[src/hw/rtl/site_blocklist_substring_match_defines.svh]
// Assertion helpers used by the matcher RTL. All checks run on the rising edge of clock
// and are switched off while reset is high.
`ifndef SITE_BLOCKLIST_SUBSTRING_MATCH_DEFINES_SVH
`define SITE_BLOCKLIST_SUBSTRING_MATCH_DEFINES_SVH

// The consequent must hold in the same cycle as the antecedent.
`define SBSM_ASSERT_SAME(label, ante, cons, msg) \
   label: assert property (@(posedge clock) disable iff (reset) (ante) |-> (cons)) \
      else $error(msg);

// The consequent must hold in the cycle after the antecedent.
`define SBSM_ASSERT_NEXT(label, ante, cons, msg) \
   label: assert property (@(posedge clock) disable iff (reset) (ante) |=> (cons)) \
      else $error(msg);

`endif

[src/hw/rtl/sbsm_pkg.sv]
package sbsm_pkg;

   localparam int ENTRIES_DEF   = 32;
   localparam int SITE_LEN_DEF  = 32;

   localparam int CHAR_W        = 8;
   localparam int LEVEL_W       = 2;
   localparam int ENTRY_FIELD_W = 5;
   localparam int POS_FIELD_W   = 5;
   localparam int LEN_FIELD_W   = 6;

   typedef logic [CHAR_W-1:0]  char_type;
   typedef logic [LEVEL_W-1:0] level_type;

   typedef enum logic [1:0] {
      KIND_PAT_CHAR  = 2'd0,
      KIND_PAT_SET   = 2'd1,
      KIND_HOST_CHAR = 2'd2,
      KIND_HOST_END  = 2'd3
   } kind_type;

   typedef enum logic [1:0] {
      ST_CLEAR,
      ST_IDLE,
      ST_SCAN,
      ST_LAST
   } state_type;

   // Only the letters A through Z are folded; every other byte passes unchanged.
   function automatic char_type fold_lower(input char_type c);
      char_type r;
      r = c;
      if (c >= 8'h41 && c <= 8'h5a) begin
         r = c + 8'h20;
      end
      return r;
   endfunction

endpackage

[src/hw/rtl/sbsm_entry_update.sv]
module sbsm_entry_update
   import sbsm_pkg::*;
#(
   parameter int SITE_LEN = SITE_LEN_DEF,
   parameter int LEN_W    = $clog2(SITE_LEN + 1),
   parameter int POS_W    = (SITE_LEN > 1) ? $clog2(SITE_LEN) : 1
) (
   input  logic                        is_end,
   input  char_type                    host_char,
   input  logic [SITE_LEN-1:0][7:0]    row,
   input  logic [LEN_W-1:0]            len,
   input  level_type                   level,
   input  logic [SITE_LEN-1:0]         vec,
   input  logic                        matched,
   output logic [SITE_LEN-1:0]         vec_out,
   output logic                        matched_out,
   output level_type                   contrib
);

   logic [SITE_LEN-1:0] hits;
   logic [SITE_LEN-1:0] shifted;
   logic [SITE_LEN-1:0] new_vec;
   logic [LEN_W-1:0]    len_m1;
   logic                top_hit;

   always_comb begin
      for (int j = 0; j < SITE_LEN; j++) begin
         hits[j] = (row[j] == host_char) && (LEN_W'(j) < len);
      end
   end

   assign shifted = (vec << 1) | SITE_LEN'(1);
   assign new_vec = shifted & hits;
   assign len_m1  = len - LEN_W'(1);
   assign top_hit = new_vec[len_m1[POS_W-1:0]];

   always_comb begin
      if (is_end) begin
         // Hostname end drains the entry and clears its per-hostname state.
         vec_out     = '0;
         matched_out = 1'b0;
         contrib     = matched ? level : '0;
      end else if (len == '0) begin
         // An empty pattern matches as soon as the hostname has a byte.
         vec_out     = vec;
         matched_out = 1'b1;
         contrib     = '0;
      end else begin
         vec_out     = new_vec;
         matched_out = matched | top_hit;
         contrib     = '0;
      end
   end

endmodule

[config.mk]
export PLATFORM = sky130hd
export DESIGN_NAME = sbsm_entry_update
export DESIGN_NICKNAME = d
export VERILOG_FILES = /design/src/hw/rtl/site_blocklist_substring_match_defines.svh /design/src/hw/rtl/sbsm_pkg.sv /design/src/hw/rtl/sbsm_entry_update.sv
export SDC_FILE = /design/constraint.sdc
export NUM_CORES = 1
export LEC_CHECK = 0
export BUFFER_PORTS_ARGS = -buffer_cell sky130_fd_sc_hd__buf_2
export CAP_MARGIN = 30
export CORE_AREA = 3 3 133 135
export DETAILED_ROUTE_END_ITERATION = 8
export DIE_AREA = 0 0 136 138
export MAX_ROUTING_LAYER = met4
export PLACE_DENSITY_LB_ADDON = 0.2
export SETUP_SLACK_MARGIN = 0.4
export SLEW_MARGIN = 20
export SYNTH_ARGS = -nofsm -noshare
export SYNTH_HDL_FRONTEND = slang
export SYNTH_SLANG_ARGS = --single-unit
export TNS_END_PERCENT = 100
[constraint.sdc]
create_clock -name vclk -period 3.73
set_clock_uncertainty 0.05 [all_clocks]
set_input_delay 0.373 -clock vclk [all_inputs]
set_output_delay 0.373 -clock vclk [all_outputs]
set_load 0.05 [all_outputs]
==> run metrics, run 1 <==
Syn. warnings=0; Initial Util=0.261; Setup Viol. Count Final=0; Layout Utilization=0.379; Multi-input gate area=roughly 0.0040 mm2; RePlAce Congestion=between 0.8 and 0.9; Distinct cells, synth=between 40 and 50; setup TNS=0 ns; Final period util=0.862; Data arrival, critical path=2.79 ns; crit path kind=in -> out; clock buf count=0; post-synthesis mux area share=0.0145; Worst-Margin Slew=0.821 ns; Max Fanout on Critical Path=12; row cnt=47; Seq cells=0; DRT Pass-1 Iters=4; post-DP HPWL=19800 um; most numerous cell in the Yosys netlist=xnor2_1; antenna viol nets, final=0; wire length per cell=20.6 um; Non-Filler Instances=roughly 1.1k; Yosys top cell area share=0.460; storage element area=0 um2; Core Box Area=0.0166 mm2; Post-Synth Simple-Gate Area=0.228; share of cells above drive strength 1=0.430; relative slew slack=0.453; outcome=complete, no violations; nature of the critical path startpoint=primary input; Vias=5516; initial antenna violation count=5; Area growth syn-to-layout=45.5%; Compound-Gate Fraction of Synth Area=0.129; die area=0.0188 mm2; Adder-Cell Fraction of Synth Area=0.00579; hold slack=1.11 ns; DR DRC count=0; CP Launch Point=len[0]; vias per cell=4.86; Final nets=1219; largest family of logic cells by synthesized area=XOR/XNOR gates; Seq/Total Area, Yosys=0; Post-Syn Area=~0.0043 mm2; number of global-route vias before repair=5851; starting DRC count in detailed routing=around 200; worst setup margin=0.515 ns; Max Freq=0.311 GHz; aggregate global routing overflow=0; first-pass GRT wire length=34100 um; most common library cells after synthesis=xnor2_1, nand4_1, a21oi_1, xor2_1, nor2_1; Synth area leader=xnor2_1; gr usage total=0.240; Slew Limit Fails=0; Worst setup endpoint=matched_out; syn_nets=between 900 and 1k; WP data required=about 3.3 ns; worst vdd ir=just over 0.00006 V; cell area power density=118 mW/mm2; I/O Buffers=approximately 340; Area contributors post-synth=xnor2_1, xor2_1, nand4_1, buf_6, a21oi_1; mean area per synthesized cell=7.29 um2; Die X=136 um; Lkg Pwr=between 0.002 and 0.003 uW; placement-stage worst setup slack=0.374 ns; Setup crit end kind=output pin; Post-Route WL=between 20000 and 25000 um; cell total after placement=1127; minimum clock period=3.22 ns; IO Count=approximately 340; Die Ht=138 um; Final Hold Fails=0; max-cap violations=0; Post-Syn Instances=593; RSZ-0062 raised after global routing=no; # fillers=1881; Hold Path Class=in -> out; post-synthesis xor/xnor area fraction=0.529; largest net degree at the start of global routing=36
## placed cells by master (no fill, tap or decap), types with 4 or more instances in the layout
cell / instances
buf_2: 335
nor2_1: 30
o211ai_1: 11
xnor2_1: 227
nor4_1: 14
nand3_1: 17
diode_2: 5
a21oi_1: 41
and3_1: 4
or4_1: 4
nand4_1: 47
mux2i_1: 4
nor4_2: 5
nor3_1: 21
nand2_1: 27
xor2_1: 34
inv_1: 4
buf_4: 24
## cell type report
cell class                      count  area share
Antenna cell                        5     0.00199
Multi-Input combinational cell    534       0.634
Inverter                            6     0.00418
Timing Repair Buffer              369       0.316
Tap cell                          220      0.0438
## logic make-up after synthesis
group	count (synthesis)
simple gates	184
compound gates	82
mux	5
fa+ha+maj	2
buf+inv	59
xor+xnor	261
## stage by stage
stage               power [uW]  area, um2
finish                     743       6290
global route               809       6290
CTS                        741       6200
detailed placement         732       6170
global placement           730       6170
floorplan                  439       4330
## worst min path at each step
stage,startpoint,end,slack [ns],depth (start not counted)
detailed placement,vec[29],vec_out[29],1.11,4
finish,vec[29],vec_out[29],1.11,4
CTS,vec[29],vec_out[29],1.11,4
floorplan,vec[10],vec_out[10],1.0,2
global route,vec[29],vec_out[29],1.12,4
global placement,vec[29],vec_out[29],1.10,4
## worst max-delay path, stage by stage
cell and delay (ns):
buf_2 0.12, buf_4 0.20, ha_2 0.35, a21oi_1 0.11, nor4_1 0.49, mux4_2 0.34, a2bb2oi_1 0.15, nand3_1 0.13
a211oi_4 0.35, buf_12 0.18
## timing repair
action / in CTS / in global routing
setup endpoints to repair: 1 / 1
hold buffers: 0 / 0
buffers inserted: 0 / 2
gates resized for setup: 9 / 15
pin swaps: 0 / 1
endpoints found under the hold margin: 0 / 0
## power breakdown
part           leakage [uW]  internal (uW)  switching [uW]
sequential                0              0               0
clock          0.0000000317       0.000179               0
combinational       0.00256            368             375
total               0.00256            368             375
## layer usage
| metal | GRT usage | vias up | wire [um] | share of wire |
|---|---|---|---|---|
| li1 | - | 2705 | - | - |
| met3 | 0.0338 | 22 | 1780 | 0.076 |
| met5 | - | - | 0 | 0 |
| met4 | 0.0393 | 0 | 395 | 0.017 |
| met1 | 0.292 | 2557 | 9500 | 0.41 |
| met2 | 0.427 | 232 | 11700 | 0.50 |
Note: power is estimated with default switching activity, not from simulation.
==> inputs of run 2 (changes only) <==
- ABC_AREA: unset -> 1
- CORE_AREA: 3 3 133 135 -> 3 3 132 134
- DIE_AREA: 0 0 136 138 -> 0 0 135 137
- PLACE_DENSITY_LB_ADDON: 0.2 -> unset
- clock period: 3.73 -> 3.49 ns (I/O delays scaled with it)
==> run metrics, run 2 <==
Lkg Pwr=0.00474 uW (was 0.00256 uW); largest net degree at the start of global routing=36 (unchanged); worst path cell trace=buf_2 > buf_4 > o21ai_0 > nor2_1 > nand2_1 > nor2_1 > nand3_1 > nand3_1 > nand2_1 > nand2_1 > nand3_1 > nand2_1 > nand2_1 > nand3_1 > nand2_1 > inv_1 > buf_2 (was buf_2 > buf_4 > ha_2 > a21oi_1 > nor4_1 > mux4_2 > a2bb2oi_1 > nand3_1 > a211oi_4 > buf_12); Area growth syn-to-layout=35.5% (was 45.5%); Post-Route WL=30200 um (was 23400 um); sequential power share=0 (about the same); Initial Util=0.337 (was 0.261); Placed Area=0.00748 mm2 (was 0.00617 mm2); number of global-route vias before repair=7982 (was 5851); Synth area leader=nand2_1 (was xnor2_1); wire length per cell=17.0 um (was 20.6 um); storage element area=0 um2 (unchanged); relative slew slack=0.600 (was 0.453); Max Freq=between 0.3 and 0.4 GHz; slowest stage delay, CP=0.37 ns (was 0.49 ns); Data arrival, critical path=2.44 ns (was 2.79 ns); cell area power density=116 mW/mm2 (was 118 mW/mm2); Seq/Total Area, Yosys=0 (unchanged); most common library cells after synthesis=nand2_1, inv_1, nor2_1, nand3_1, o21ai_0 (was xnor2_1, nand4_1, a21oi_1, xor2_1, nor2_1); Core Box Area=0.0164 mm2 (was 0.0166 mm2); RePlAce Congestion=1.06 (was 0.887); met3 wire length=2410 um (was 1780 um); Post-Syn Area=0.00553 mm2 (was 0.00432 mm2); Seq cells=0 (unchanged); Setup crit end kind=output pin (unchanged); Worst-Margin Slew=0.599 ns (was 0.821 ns); Die X=135 um (was 136 um); Setup Viol. Count Final=0 (unchanged); highest-delay cell along the critical path=buf_4 (was nor4_1); DR WL met2=14900 um (was 11700 um); Hold Path Class=in -> out (unchanged); most frequent cells in the layout=nand2_1, buf_2, inv_1 (was buf_2, xnor2_1, nand4_1); Yosys top cell area share=0.368 (was 0.460); Area contributors post-synth=nand2_1, inv_1, nor2_1, nand3_1, xnor2_1 (was xnor2_1, xor2_1, nand4_1, buf_6, a21oi_1); Slew Limit Fails=0 (unchanged); Layout Utilization=0.456 (was 0.379); outcome=complete, no violations (unchanged); Comb pwr share=1.000 (about the same); internal power=352 uW (was 368 uW); worst path bufs/invs=4 (was 3); CP Launch Point=host_char[6] (was len[0]); aggregate global routing overflow=0 (unchanged); die area=0.0185 mm2 (was 0.0188 mm2); first-pass GRT wire length=44200 um (was 34100 um); most used cell, CP=nand2_1; max-cap violations=0 (unchanged); vias per cell=4.87 (was 4.86); min-delay src=level[0] (was vec[29]); WP data required=3.09 ns (was 3.31 ns); Syn. warnings=0 (unchanged); Final period util=0.815; Final nets=1868 (was 1219); Final Power=872 uW (was 743 uW); I/O Buffers=341 (unchanged); Finished Cell Area=0.00749 mm2 (was 0.00629 mm2); share of cells above drive strength 1=0.252 (was 0.430); post-DP HPWL=24200 um (was 19800 um); setup TNS=0 ns (unchanged); most common cell after layout, fill and taps aside=nand2_1 (was buf_2); syn_nets=1557 (was 901); row cnt=47 (unchanged); DRT Pass-1 Iters=5 (was 4); mean area per synthesized cell=4.42 um2 (was 7.29 um2); Post-Syn Instances=1249 (was 593); minimum clock period=2.84 ns; crit path kind=in -> out (unchanged); nature of the critical path startpoint=primary input (unchanged); RSZ-0062 raised after global routing=no (unchanged); most numerous cell in the Yosys netlist=nand2_1 (was xnor2_1); wl on met1=12300 um (was 9500 um); switching part of the total=0.596 (was 0.504); antenna viol nets, final=0 (unchanged); Distinct cells, synth=32 (was 49); gr usage total=0.315 (was 0.240); worst vdd ir=0.000121 V (was 0.0000624 V); CP top delay family=simple AND/OR/NAND/NOR gates (unchanged); Post-CTS Setup Repair Bufs=0 (unchanged); # fillers=1981 (was 1881); starting DRC count in detailed routing=579 (was 203); Die Ht=137 um (was 138 um); initial antenna violation count=2 (was 5); Clk pwr share=0 (about the same); Psw=520 uW (was 375 uW); Final Hold Fails=0 (unchanged); top sig layer=met4 (unchanged); Max Fanout on Critical Path=18 (was 12); DR DRC count=0 (unchanged); Vias=8666 (was 5516); clock buf count=0 (unchanged); IO Count=341 (unchanged)
==> run 2: cell count changes after synthesis, sizes merged, moves of 17 or more <==
cell and change:
nand2 +517, inv +182, xnor2 -180, nor2 +128, nand3 +68, o21ai +68
nand4 -33, nor4 -19, xor2 -19, nor3 -17
==> run 2: timing repair <==
action / 4_1_cts / 5_1_grt
resized for setup: 0 / 1
endpoints found under the setup margin: 0 / 1
hold buffers: 0 / 0
==> run 2: logic make-up (layout without fill, tap and decap cells) <==
kind of cell / Yosys count / after routing / synth area share
other: 0 / 2 / 0
adders and majority gates: 2 / 2 / 0.00453
AOI/OAI and AO/OA: 116 / 116 / 0.113
buffers and inverters: 245 / 554 / 0.188
xor gates and xnor gates: 62 / 62 / 0.0983
and+or+nand+nor: 824 / 824 / 0.597
==> run 2: worst paths after layout <==
check / end / slack [ns] / cells past startpoint
setup / recovery: matched_out / 0.65 / 17
hold / removal: contrib[0] / 1.04 / 4
==> run 2: cell type report <==
cell class	instances	area, um2	area share
multi-input combinational	1004	4490	0.599
timing repair buffer	366	2010	0.268
inverter	188	713	0.0952
tap	220	275	0.0368
antenna	2	5.00	0.000668
==> run 2: metal layers <==
| metal | GRT usage | up-vias |
|---|---|---|
| li1 | - | 4387 |
| met1 | 0.390 | 3805 |
| met2 | 0.564 | 428 |
| met3 | 0.0235 | 46 |
| met4 | 0.0661 | 0 |
| met5 | - | - |
==> run 2: power groups by stage <==
stage / clock (uW) / combinational (uW) / sequential [uW]
4_1_cts: 0 / 866 / 0
5_1_grt: 0.0000766 / 972 / 0
2_1_floorplan: 0 / 493 / 0
3_5_place_dp: 0 / 862 / 0
3_3_place_gp: 0 / 861 / 0
6_report: 0.0000767 / 872 / 0
==> run 2: through the flow <==
step	hold WS, ns	cells	setup WS, ns
2_1_floorplan	0.823	1249	0.501
3_3_place_gp	1.04	1778	0.606
3_5_place_dp	1.03	1778	0.578
4_1_cts	1.04	1778	0.579
5_1_grt	1.06	1780	0.411
6_report	1.04	1780	0.647
==> inputs of run 3 (changes only) <==
- ABC_AREA: 1 -> 0
- clock period: 3.49 -> 2.5 ns (I/O delays scaled with it)
==> run metrics, run 3 (synthesized netlist as in run 1, its figures left out) <==
worst path cell trace=buf_8 > buf_12 > xor2_1 > nor4_2 > buf_4 > nand4b_1 > a2111o_1 > o41ai_2 > a311oi_2 > a211oi_4 > buf_12 (was buf_2 > buf_4 > o21ai_0 > nor2_1 > nand2_1 > nor2_1 > nand3_1 > nand3_1 > nand2_1 > nand2_1 > nand3_1 > nand2_1 > nand2_1 > nand3_1 > nand2_1 > inv_1 > buf_2); DRT Pass-1 Iters=4 (was 5); worst vdd ir=0.0000928 V (was 0.000121 V); worst setup margin=-0.191 ns (was 0.647 ns); Final period util=1.08; Vias=6209 (was 8666); Finished Cell Area=0.00911 mm2 (was 0.00749 mm2); share of cells above drive strength 1=0.618 (was 0.252); antenna viol nets, final=0 (unchanged); Worst-Margin Slew=0.558 ns (was 0.599 ns); starting DRC count in detailed routing=248 (was 579); storage element area=0 um2 (unchanged); Psw=703 uW (was 520 uW); post-DP HPWL=20500 um (was 24200 um); Layout Utilization=0.555 (was 0.456); die area=0.0185 mm2 (unchanged); clock buf count=0 (unchanged); vias per cell=4.96 (was 4.87); gr usage total=0.254 (was 0.315); CP top delay family=compound AO/OA/AOI/OAI gates (was simple AND/OR/NAND/NOR gates); aggregate global routing overflow=0 (unchanged); highest-delay cell along the critical path=a2111o_1 (was buf_4); Setup Viol. Count Final=1 (was 0); most used cell, CP=buf_12 (was nand2_1); Final Hold Fails=0 (unchanged); Setup crit end kind=output pin (unchanged); Lkg Pwr=0.00370 uW (was 0.00474 uW); Hold Path Class=in -> out (unchanged); Final Power=1510 uW (was 872 uW); Multi-input gate area=0.00495 mm2 (was 0.00449 mm2); Max Freq=0.372 GHz; nature of the critical path startpoint=primary input (unchanged); Final nets=1342 (was 1868); Slew Limit Fails=0 (unchanged); # fillers=1479 (was 1981); cell area power density=166 mW/mm2 (was 116 mW/mm2); max-cap violations=0 (unchanged); largest net degree at the start of global routing=20 (was 36); RePlAce Congestion=0.852 (was 1.06); setup TNS=-0.191 ns (was 0 ns); wire length per cell=20.2 um (was 17.0 um); IO Count=341 (unchanged); Die Ht=137 um (unchanged); Die X=135 um (unchanged); Worst Hold Path EP=vec_out[23] (was contrib[0]); number of global-route vias before repair=6415 (was 7982); internal power=810 uW (was 352 uW); Min-Delay Path Depth=4 (unchanged); row cnt=47 (unchanged); most frequent cells in the layout=buf_2, xnor2_1, buf_4 (was nand2_1, buf_2, inv_1); most common cell after layout, fill and taps aside=buf_2 (was nand2_1); Max Fanout on Critical Path=6 (was 18); WP data required=2.20 ns (was 3.09 ns); slowest stage delay, CP=0.44 ns (was 0.37 ns); Post-Route WL=25300 um (was 30200 um); outcome=finished with violations (was complete, no violations); Area growth syn-to-layout=111% (was 35.5%); relative slew slack=0.628 (was 0.600); I/O Buffers=341 (unchanged); Initial Util=0.263 (was 0.337); worst path bufs/invs=4 (unchanged); Comb pwr share=1.000 (about the same); Core Box Area=0.0164 mm2 (unchanged); Seq cells=0 (unchanged); switching part of the total=0.465 (was 0.596); DR DRC count=0 (unchanged); crit path kind=in -> out (unchanged); minimum clock period=2.69 ns; initial antenna violation count=1 (was 2); first-pass GRT wire length=35400 um (was 44200 um); failing checks=setup timing; sequential power share=0 (about the same); Placed Area=0.00746 mm2 (was 0.00748 mm2); RSZ-0062 raised after global routing=yes (was no); hold slack=0.828 ns (was 1.04 ns); Clk pwr share=0 (about the same); Data arrival, critical path=2.39 ns (was 2.44 ns); min-delay src=vec[23] (was level[0])
-- run 3: area by class of cell --
cell class | count | share of cell area
Antenna cell | 1 | 0.000275
Multi-Input combinational cell | 534 | 0.544
Timing Repair Buffer | 492 | 0.422
Inverter | 6 | 0.00384
Tap cell | 220 | 0.0302
-- run 3: metal layers --
| metal | vias up | share of wire | GRT usage | routed length, um |
|---|---|---|---|---|
| met5 | - | 0 | - | 0 |
| met4 | 0 | 0.021 | 0.0566 | 527 |
| met3 | 37 | 0.062 | 0.0279 | 1570 |
| met2 | 270 | 0.51 | 0.462 | 13000 |
| met1 | 2942 | 0.40 | 0.303 | 10200 |
| li1 | 2960 | - | - | - |
-- run 3: power by group through the flow --
stage	Combinational [uW]	Sequential [uW]	Clock, uW
after floorplan	688	0	0
after global placement	1270	0	0
after detailed placement	1280	0	0
after CTS	1410	0	0
after global routing	1610	0	0.0000535
final	1510	0	0.0000535
-- run 3: timing repair --
action                                  CTS  global route
endpoints found under the setup margin   33            33
buffers inserted                         14            17
pin swaps                                29            48
resized for setup                       148           148
cloned                                    2             1
hold buffers                              0             0
-- run 3: how the worst max path moves through the flow --
stage | from | end | slack [ns] | cells after the start
3_3_place_gp | len[0] | matched_out | -0.59 | 12
4_1_cts | len[0] | matched_out | -0.16 | 12
6_report | host_char[7] | matched_out | -0.19 | 11
3_5_place_dp | len[0] | matched_out | -0.48 | 12
5_1_grt | len[1] | matched_out | -0.29 | 12
2_1_floorplan | len[0] | matched_out | -0.26 | 11
-- run 3: through the flow --
step	setup WS, ns	cells
after CTS	-0.160	1234
after global placement	-0.592	1218
after detailed placement	-0.480	1218
after global routing	-0.291	1253
after floorplan	-0.264	593
final	-0.191	1253
